### src/bq_pkg.sv
package bq_pkg;

  localparam int SMP_W = 32;
  localparam int PRD_W = 64;
  localparam int FRC_W = 33;
  localparam int ACC_W = 35;
  localparam int SLOTS = 5;

  typedef logic signed [SMP_W-1:0] smp_t;
  typedef logic signed [PRD_W-1:0] prd_t;
  typedef logic signed [FRC_W-1:0] frc_t;
  typedef logic signed [ACC_W-1:0] acc_t;

  typedef enum logic [2:0] {
    SLOT_A1 = 3'd0,
    SLOT_A2 = 3'd1,
    SLOT_B0 = 3'd2,
    SLOT_B1 = 3'd3,
    SLOT_B2 = 3'd4
  } coef_slot_t;

  typedef enum logic [2:0] {
    ST_IDLE,
    ST_A2,
    ST_B1,
    ST_B2,
    ST_B0,
    ST_ACC
  } cell_state_t;

  typedef struct packed {
    logic       en;
    coef_slot_t slot;
    smp_t       value;
  } coef_wr_t;

  typedef struct packed {
    logic busy;
    logic done;
  } cell_stat_t;

  localparam acc_t SAT_HI = 35'sh0_7FFF_FFFF;
  localparam acc_t SAT_LO = -35'sh0_8000_0000;

  // floor shift by 31 of the exact product is its top 33 bits
  function automatic frc_t frac_q31(input prd_t p);
    return $signed(p[PRD_W-1:PRD_W-FRC_W]);
  endfunction

  function automatic acc_t ext_smp(input smp_t v);
    return {{(ACC_W-SMP_W){v[SMP_W-1]}}, v};
  endfunction

  function automatic acc_t ext_frc(input frc_t v);
    return {{(ACC_W-FRC_W){v[FRC_W-1]}}, v};
  endfunction

  function automatic smp_t sat32(input acc_t v);
    smp_t r;
    if (v > SAT_HI) r = {1'b0, {(SMP_W-1){1'b1}}};
    else if (v < SAT_LO) r = {1'b1, {(SMP_W-1){1'b0}}};
    else r = v[SMP_W-1:0];
    return r;
  endfunction

endpackage

### src/bq_cell.sv
module bq_cell import bq_pkg::*; (
  input  logic       clk,
  input  logic       rst_n,
  input  coef_wr_t   coef_wr,
  input  logic       start,
  input  smp_t       x,
  output smp_t       y,
  output cell_stat_t stat
);

  cell_state_t state_r, state_nxt;
  smp_t coef_r [SLOTS];
  smp_t w1_r, w2_r, w0_r, x_r, y_r;
  prd_t prod_r;
  acc_t acc_r;
  logic done_r;
  smp_t mul_a, mul_b;
  frc_t frc;

  assign frc = frac_q31(prod_r);

  always_ff @(posedge clk) begin
    if (!rst_n) state_r <= ST_IDLE;
    else state_r <= state_nxt;
  end

  always_comb begin
    state_nxt = state_r;
    mul_a = coef_r[SLOT_A1];
    mul_b = w1_r;
    case (state_r)
      ST_IDLE: begin
        if (start) state_nxt = ST_A2;
      end
      ST_A2: begin
        mul_a = coef_r[SLOT_A2];
        mul_b = w2_r;
        state_nxt = ST_B1;
      end
      ST_B1: begin
        mul_a = coef_r[SLOT_B1];
        mul_b = w1_r;
        state_nxt = ST_B2;
      end
      ST_B2: begin
        mul_a = coef_r[SLOT_B2];
        mul_b = w2_r;
        state_nxt = ST_B0;
      end
      ST_B0: begin
        mul_a = coef_r[SLOT_B0];
        mul_b = w0_r;
        state_nxt = ST_ACC;
      end
      ST_ACC: state_nxt = ST_IDLE;
      default: state_nxt = ST_IDLE;
    endcase
  end

  // shared multiplier, one product per cycle
  always_ff @(posedge clk) begin
    prod_r <= mul_a * mul_b;
    case (state_r)
      ST_IDLE: if (start) x_r <= x;
      ST_A2:   acc_r <= ext_smp(x_r) - ext_frc(frc);
      ST_B1:   w0_r  <= sat32(acc_r - ext_frc(frc));
      ST_B2:   acc_r <= ext_frc(frc);
      ST_B0:   acc_r <= acc_r + ext_frc(frc);
      ST_ACC:  y_r   <= sat32(acc_r + ext_frc(frc));
      default: acc_r <= acc_r;
    endcase
  end

  always_ff @(posedge clk) begin
    if (!rst_n) begin
      w1_r   <= '0;
      w2_r   <= '0;
      done_r <= 1'b0;
      for (int k = 0; k < SLOTS; k++) coef_r[k] <= '0;
    end else begin
      done_r <= (state_r == ST_ACC);
      if (state_r == ST_ACC) begin
        w2_r <= w1_r;
        w1_r <= w0_r;
      end
      if (coef_wr.en) coef_r[coef_wr.slot] <= coef_wr.value;
    end
  end

  assign y         = y_r;
  assign stat.done = done_r;
  assign stat.busy = (state_r != ST_IDLE);

endmodule

### config.mk
export PLATFORM = sky130hd
export DESIGN_NAME = bq_cell
export DESIGN_NICKNAME = d
export VERILOG_FILES = /design/src/bq_pkg.sv /design/src/bq_cell.sv
export SDC_FILE = /design/constraint.sdc
export NUM_CORES = 2
export LEC_CHECK = 0
export BUFFER_PORTS_ARGS = -buffer_cell sky130_fd_sc_hd__buf_4
export CAP_MARGIN = 15
export CORE_AREA = 2 2 456 232
export CTS_BUF_LIST = sky130_fd_sc_hd__clkbuf_8
export DETAILED_ROUTE_END_ITERATION = 6
export DIE_AREA = 0 0 458 234
export GPL_ROUTABILITY_DRIVEN = 1
export GPL_TIMING_DRIVEN = 0
export MAX_ROUTING_LAYER = met4
export PLACE_DENSITY = 0.81
export SYNTH_ARGS = -nofsm -noshare
export SYNTH_HDL_FRONTEND = slang
export SYNTH_SLANG_ARGS = --single-unit
### constraint.sdc
create_clock -name clk -period 14.95 [get_ports clk]
set_input_delay 0.7475 -clock clk [delete_from_list [all_inputs] [get_ports clk]]
set_output_delay 0.7475 -clock clk [all_outputs]
set_load 0.01 [all_outputs]
==> qor.yml <==
seq_area_frac_synth_pct: 19.1
path_buf_inv: 11
synth_flop_cell: "edfxtp_1"
rows: 84
cts_setup_buffers: 0
start_kind: "flop"
syn2layout_area_growth_pct: 9.25
die_area_um2: 107000
slew_headroom_pct: 1.70
synth_nets: 7339
nets: 7579
post-route-min-period_ns: 14.64
ctsHoldBuffers: 0
cpPeakStageDelay_ns: 0.93
clk_path_buf_depth: 3
cts-htree-levels: 2
clkPwrFrac_pct: 12.2
via_count: 47524
hold_viol_final: 0
worstSetupPathType: "flop to flop"
yosys_warnings: 0
worstHoldPathType: "primary input to flop"
synth-edff-count: 291
cts_root_buf: "clkbuf_8"
drv_slew: 0
violations: "design-rule violations"
critPathTopFamily: "adder cells"
cp_max_fo: 10
sw_frac_of_total_pct: 52.6
grt_pass1_wl_mm: 348
skew_ns: 0.0351
drt_first_pass_iters: 7
period_share_pct: 97.9
worst_path_most_repeated_cell: "fa_1"
ir_drop_mv: 0.145
syn_area_um2: 56200
start_util_pct: 54.2
wl_mm: 245
worst_pin_slew_ns: 1.47
cts_tree: "built"
gp_congestion: 1.14
async_reset_ff_share_pct: 0
syn_inst: 5903
r2r_slack_ns: 0.31
synth_commonest_cells: "fa_1, inv_1, nand2_1, nor2_1, edfxtp_1"
grt.total_usage_pct: 48.0
numClockSinks: 392
antenna_found_initial: 7
grt-ovfl-total: 0
synth.avg_cell_area_um2: 9.52
drc: 2
finalSetupTns_ns: 0
netlist.top_cell.by_area: "fa_1"
synth_cell_type_count: 88
clkLatencyLatePin_ns: 0.71
coreArea_um2: 104000
fin_area_um2: 61400
first_global_vias: 46338
end_kind: "flop"
netlist.area_leader.share_pct: 38.6
post_cts_resized: 0
numPortBuffers: 104
required_ns: 15.52
switchingPower_uw: 3900
wl_per_cell_um: 32.3
vias_per_cell: 6.28
cts_buffers: 48
cp.arrival_ns: 15.22
drt_iter0_markers: 7515
max_freq_mhz: 68.3
path_clk_slew_ns: 0.09
cp_slowest_cell: "clkbuf_1"
run_status: "finished, violations left"
p_seq_share_pct: 21.7
hpwl_mm: 204
pwr-share-comb_pct: 66.1
maxCapViolCount: 0
route.antenna.remaining_nets: 0
intPower_uw: 3520
ys_top_cells_by_area: "fa_1, edfxtp_1, inv_1"
die_w_um: 458
finalSetupViolations: 0
p_per_area_nw_per_um2: 121
yosysMostFrequentCell: "fa_1"
die-height_um: 234
fill_cells: 8838
rsz0062_at_grt: "false"
ioPinCount: 105
grt_max_degree: 36
place_area_um2: 60100
ys_ff_latch: 392
total_leakage_power_uw: 0.0282
drive_gt1_share_pct: 6.86
cells by family after synthesis:
kind of cell    Yosys count  share of synthesized area (%)
simple gates           1798                           13.8
buf+inv                1366                           9.29
fa+ha+maj              1365                           44.9
mux                      44                          0.808
flops                   392                           19.1
compound gates          801                           9.95
xor+xnor                137                           2.15
per-stage QoR:
| step | instances | worst slack (ns) | hold slack (ns) | total power [µW] | util, % |
|---|---|---|---|---|---|
| 4_1_cts | 7544 | 1.34 | 0.210 | 7190 | 59.1 |
| 5_1_grt | 7569 | 0.422 | 0.207 | 7750 | 59.2 |
| 3_5_place_dp | 7455 | 1.37 | 0.443 | 6280 | 58.0 |
| 6_report | 7571 | 0.308 | 0.211 | 7430 | 59.3 |
| 2_1_floorplan | 5903 | 5.77 | 0.432 | 4590 | - |
| 3_3_place_gp | 7383 | 0.741 | 0.437 | 6130 | 56.6 |
worst paths after layout:
kind                            cells after the start  startpoint    endpoint
worst max-delay path                               34  state_r[0]  prod_r[62]
worst min-delay path                                1       x[23]     x_r[23]
worst max register to register                     34  state_r[0]  prod_r[62]
worst min register to register                      2    w2_r[22]    w2_r[22]
layout by cell type, fill, tap and decap left out, types with 17 or more instances in the layout:
cell         n
nand2_1    717
nor2_1     670
nor3_1      25
buf_1       26
nand3_1     29
xor2_1      42
nor2b_1     21
clkbuf_1   257
ha_1       281
a21o_1      72
a21oi_1    202
nand2b_1    41
a31oi_1     33
o21bai_1    27
buf_6       22
buf_8       34
buf_2       17
xnor2_1     94
o21ai_2     30
buf_4      128
fa_1      1084
a211o_1     18
a221oi_2    19
inv_1     1056
edfxtp_1   291
a211oi_1    20
a22oi_1     32
dfxtp_1    101
mux2i_1     33
nand4_1     25
clkbuf_8    57
a22o_1      23
a221o_1     40
o221ai_1    18
o21ai_0    126
and2_1     198
layer usage:
layer	vias up	GRT usage [%]	wire [µm]
li1	19000	-	-
met1	23851	68.1	101000
met2	4163	55.0	84300
met3	510	29.1	50400
met4	0	13.7	9280
met5	-	-	0
state kept, by name, indices dropped and copies added (netlist names):
register / flops
coef_r: 160
acc_r: 35
prod_r: 33
w0_r: 32
w1_r: 32
w2_r: 32
x_r: 32
y: 32
state_r: 3
done_r: 1
final cells by class:
type | instances | area (µm²) | share of cell area (%)
diodes | 13 | 32.5 | 0.0530
plain buffers | 313 | 1270 | 2.07
clock buffers | 57 | 785 | 1.28
clock inverters | 32 | 275 | 0.448
inverters | 1053 | 3950 | 6.44
multi-input cells | 4145 | 40700 | 66.2
flip-flops and latches | 392 | 10800 | 17.5
well taps | 1376 | 1720 | 2.80
repair buffers | 190 | 1940 | 3.16
power groups by stage:
stage               Combinational [µW]  Sequential (µW)  Clock [µW]
floorplan                         3020             1570           0
global placement                  4500             1620           0
detailed placement                4650             1630           0
CTS                               4700             1610         888
global route                      5190             1620         933
finish                            4910             1610         909
Note: power is estimated with default switching activity, not from simulation.
